[src/ksi_pkg.sv]
// Package for the k smallest sorted insertion unit.
// Holds field widths, command codes, the controller state type and the
// command and status structures between controller and datapath. No dependencies.
`timescale 1ns / 1ps
`default_nettype none

package ksi_pkg;

   // Field widths of the transactions and of the keep count register.
   localparam int KEEP_W = 6;
   localparam int DIST_W = 32;
   localparam int PIDX_W = 16;
   localparam int CMD_W  = 2;
   localparam int FILL_W = 6;

   // Command codes carried on the request side.
   localparam logic [CMD_W-1:0] CMD_INSERT = 2'd0;
   localparam logic [CMD_W-1:0] CMD_CLEAR  = 2'd1;
   localparam logic [CMD_W-1:0] CMD_DRAIN  = 2'd2;
   localparam logic [CMD_W-1:0] CMD_RSVD   = 2'd3;

   // Reset value of the keep count register.
   localparam logic [KEEP_W-1:0] KEEP_RESET = 6'd32;

   // Controller states.
   typedef enum logic [1:0] {
      ST_IDLE,
      ST_UPDATE,
      ST_REPORT,
      ST_DRAIN
   } state_type;

   // Commands from the controller to the datapath.
   typedef struct packed {
      logic capture;     // latch the accepted request
      logic update;      // apply insert or clear to the list
      logic report;      // load the insert or clear result
      logic drain_step;  // load the next drained entry
   } ctrl_cmd_type;

   // Status from the datapath to the controller.
   typedef struct packed {
      logic out_free;    // the result register can take a new result
      logic drain_last;  // the current drain entry is the last held one
      logic list_empty;  // no entries are held
   } ctrl_sts_type;

endpackage : ksi_pkg

`default_nettype wire

[src/ksi_ctrl.sv]
// Controller state machine of the k smallest sorted insertion unit.
// Sequences capture, list update, result report and drain steps.
// Depends on ksi_pkg.
`timescale 1ns / 1ps
`default_nettype none

module ksi_ctrl
   import ksi_pkg::*;
(
   input  wire logic             clock,
   input  wire logic             reset,
   input  wire logic             req_tvalid,
   input  wire logic [CMD_W-1:0] req_command,
   output logic                  req_tready,
   input  wire ctrl_sts_type     sts,
   output ctrl_cmd_type          cmd
);

   state_type state_ff;
   state_type state_in;

   // State register.
   always_ff @(posedge clock) begin
      if (reset) begin
         state_ff <= ST_IDLE;
      end else begin
         state_ff <= state_in;
      end
   end

   // Next state.
   always_comb begin
      state_in = state_ff;
      unique case (state_ff)
         ST_IDLE: begin
            if (req_tvalid) begin
               unique case (req_command) inside
                  CMD_INSERT, CMD_CLEAR: begin
                     state_in = ST_UPDATE;
                  end
                  CMD_DRAIN: begin
                     state_in = sts.list_empty ? ST_IDLE : ST_DRAIN;
                  end
                  default: begin
                     state_in = ST_IDLE;
                  end
               endcase
            end
         end
         ST_UPDATE: begin
            state_in = ST_REPORT;
         end
         ST_REPORT: begin
            if (sts.out_free) state_in = ST_IDLE;
         end
         ST_DRAIN: begin
            if (sts.out_free && sts.drain_last) state_in = ST_IDLE;
         end
         default: begin
            state_in = ST_IDLE;
         end
      endcase
   end

   // Outputs to the request port and the datapath.
   always_comb begin
      req_tready     = 1'b0;
      cmd            = '0;
      unique case (state_ff)
         ST_IDLE: begin
            req_tready  = 1'b1;
            cmd.capture = req_tvalid;
         end
         ST_UPDATE: begin
            cmd.update = 1'b1;
         end
         ST_REPORT: begin
            cmd.report = sts.out_free;
         end
         ST_DRAIN: begin
            cmd.drain_step = sts.out_free;
         end
         default: begin
            req_tready = 1'b0;
         end
      endcase
   end

endmodule : ksi_ctrl

`default_nettype wire

[config.mk]
export PLATFORM = sky130hd
export DESIGN_NAME = ksi_ctrl
export DESIGN_NICKNAME = d
export VERILOG_FILES = /design/src/ksi_pkg.sv /design/src/ksi_ctrl.sv
export SDC_FILE = /design/constraint.sdc
export NUM_CORES = 1
export LEC_CHECK = 0
export ABC_AREA = 1
export BUFFER_PORTS_ARGS = -buffer_cell sky130_fd_sc_hd__buf_2
export CAP_MARGIN = 25
export CORE_AREA = 2 2 39 41
export DETAILED_ROUTE_END_ITERATION = 16
export DIE_AREA = 0 0 41 43
export GPL_TIMING_DRIVEN = 1
export PLACE_DENSITY = 0.3
export SLEW_MARGIN = 20
export SYNTH_ARGS = -nofsm -noshare
export SYNTH_HDL_FRONTEND = slang
export SYNTH_SLANG_ARGS = --single-unit
[constraint.sdc]
create_clock -name clock -period 0.82 [get_ports clock]
set_input_delay 0.123 -clock clock [delete_from_list [all_inputs] [get_ports clock]]
set_output_delay 0.123 -clock clock [all_outputs]
set_load 0.03 [all_outputs]
Word-level counts from Yosys, hierarchy flattened:

Cells that the tools add are included.

* eq/ne operators: 8
* multiplexer cells: 11
* reduce and logical (&&, ||, !) cells: 5

Operators with widths (count)
* $mux 2: 4
* $pmux 2 s4: 1
* $eq 2x2->1 const B: 3
* $ne 2x2->1 const B: 3
* $mux 1: 5
* $eq 2x1->1 const B: 2
* $logic_not 2->1: 2
* $pmux 2 s2: 1
* $reduce_and 3->1: 1
* $reduce_or 2->1: 1
* $logic_and 1x1->1: 1

* register bits after elaboration: 2
* input port bits: 8
* output and inout port bits: 5

Depth between registers and ports, before layout:

* depth in word-level cells: 5
* gate-level depth with buffers: 5

Worst setup path after synthesis:

No wires, ideal clock.

* path type: reg2out
* from: register state_ff[0]
* to: output port cmd[0] in the netlist's numbering
* arrival time: 1163 ps
* setup slack: -466 ps
* stages on the path, launching flop included: 3
* path through: dfxtp_1 > inv_1 > nor3_1

RTL lines
* start, declared: RTL line ksi_ctrl.sv:19 `state_type state_ff;`
* start signal, assigned: RTL line ksi_ctrl.sv:27 `state_ff <= state_in;`
* end, declared: RTL line ksi_ctrl.sv:16 `output ctrl_cmd_type cmd`

==> qor.yml <==
status:
  outcome: "finished with violations"
  violations: "negative setup slack"
synthesis:
  yosys.area.top_type: "dfxtp_1"
  ys_top_cells_by_area: "dfxtp_1 29%, nand3_1 14%, nand2_1 13%"
  synthesis.area_um2: 140
  synthCells: 24
  synth_seq_cells: 2
  netlist.area_leader.share_pct: 28.6
  yosys.cell_types.count: 10
  syn_area_per_cell_um2: 5.84
  synth_warnings: 0
  synth_nets: 32
  yosysSeqAreaShare_pct: 28.6
cts:
  cts_hold_buf: 0
  cts.path.max_buffers: 2
  numCtsBuffers: 3
  clk_latency_ns: 0.22
  htreeDepth: 1
  cts_sinks: 2
  cts.reportedPaths.clkPinSlew_ns: 0.03
  cts_tree: "done"
  cts-root-buf: "clkbuf_4"
layout:
  layout-drive-gt1-share_pct: 65.1
  largest_register_ffs: 2
  nets: 53
  top_regs: "state_ff: 2 flops"
  final_common_cell: "buf_2"
  final_core_util_pct: 25.5
  area_growth_syn_to_layout_pct: 152
  antenna_cells: 0
  final_cell_mix: "7 x buf_2, 5 x buf_4"
  regMostFlops: "state_ff"
placement:
  gp_congestion: 0.583
  place_hpwl_um: 415
  io_buffers: 12
route:
  firstDrtPassIters: 2
  drc: 0
  drt-total-wl_um: 485
  avgRoutedWirePerCell_um: 8.22
  drt_iter0_drc: 4
  dr_total_vias: 224
  vias_per_cell: 3.80
  ant_nets: 0
critical_path:
  crit_path_max_fanout: 6
  cp_slowest_cell: "dfxtp_4"
  critPathArrivalTime_ns: 0.97
  critPathLaunchType: "register"
  cp_cell_sequence: "buf_4, nor3_4, buf_6"
  crit_type: "reg -> out"
  r2r_slack_ns: -0.11
  cp.required_ns: 0.70
  slowest_delay_ns: 0.35
  cp-end-kind: "primary output"
timing:
  fin_ws_ns: -0.271
  fin_skew_ns: 0.000543
  setup_viol: 7
  max_freq_ghz: 0.916
  max_slew_margin_pct: 86.1
  rsz0062_at_grt: "yes"
  hold_violations: 0
  tightest_slew_ns: 0.208
  fin_crit_ns: 1.09
  finalCritPeriodShare_pct: 133
  drv_slew: 0
flow_run:
  maxCapViolCount: 0
global_routing:
  grt.total_usage_pct: 6.61
  grt_start_max_net_pins: 7
  antenna_found_initial: 0
  grt.overflow.total: 0
  grt_pass1_wl_um: 738
  grt_pass1_vias: 193
floorplanning:
  dieArea_mm2: 0.00176
  die_h_um: 43
  num_rows: 14
  die_w_um: 41
  ios: 13
  start_util_pct: 10.1
  coreArea_mm2: 0.00138
pwr:
  ir_worst_vdd_v: 0.000384
  cellPowerDensity_mw_per_mm2: 1410
  total_power_uw: 497
  power.leakage_uw: 0.000176
hold_path:
  hp-class: "in -> reg"
[layout make-up]
cell class / instances / area [µm²]
Clock buffer: 3 / 22.5
Multi-Input combinational cell: 18 / 120
Inverter: 4 / 25.0
Fill cell: 162 / 1030
Sequential cell: 2 / 47.5
Tap cell: 16 / 20.0
Timing Repair Buffer: 16 / 118
[worst max-delay path: cells and delay by family, from the launching register on]
kind,cells,cell delay (ns)
buf+inv,2,0.29
flops,1,0.35
simple gates,1,0.11
[cell usage after synthesis]
library cell / count
nor2_2: 1
nand3_1: 4
or2_1: 1
nor3_1: 2
nand2_1: 5
inv_1: 3
a21oi_2: 1
nor2_1: 4
dfxtp_1: 2
inv_2: 1
[power breakdown]
| part | internal, µW | leakage, µW | switching [µW] |
|---|---|---|---|
| logic | 77.2 | 0.000145 | 93.6 |
| registers | 104 | 0.0000178 | 13.3 |
| clock network | 161 | 0.0000138 | 48.8 |
| total | 341 | 0.000176 | 156 |
[final timing paths]
| path | startpoint | to | cells past startpoint |
|---|---|---|---|
| worst max-delay path | state_ff[0] | cmd[1] | 3 |
| worst max register to register | state_ff[1] | state_ff[1] | 5 |
| worst min-delay path | reset | state_ff[0] | 2 |
| worst min register to register | state_ff[0] | state_ff[0] | 3 |
[layer usage]
layer,vias to the layer above,global-route usage [%],wire length [µm]
met5,-,0,0
met4,0,4.00,0
met3,0,3.14,49
met2,10,9.38,255
met1,96,7.64,180
li1,118,-,-
[cells by family after synthesis]
| family | after synthesis | synth area share [%] |
|---|---|---|
| DFF | 2 | 28.6 |
| buffers and inverters | 4 | 10.7 |
| AOI/OAI and AO/OA | 1 | 6.25 |
| and+or+nand+nor | 17 | 54.5 |
[timing repair]
action                     in CTS  in global routing
setup buffers                   1                  1
pin swaps                       3                  3
setup endpoints to repair       7                  7
resized for setup              13                  3
[per-stage QoR]
stage	area [µm²]	hold slack (ns)	worst slack [ns]	TNS [ns]	cells
after floorplan	175	0.178	-0.136	-0.354	24
after global placement	270	0.291	-0.117	-0.384	54
after detailed placement	270	0.292	-0.167	-0.480	54
after CTS	335	0.0577	-0.297	-1.44	58
after global routing	353	0.0625	-0.322	-1.76	59
final	353	0.0645	-0.271	-1.35	59
(Power assumes the default switching activity.)
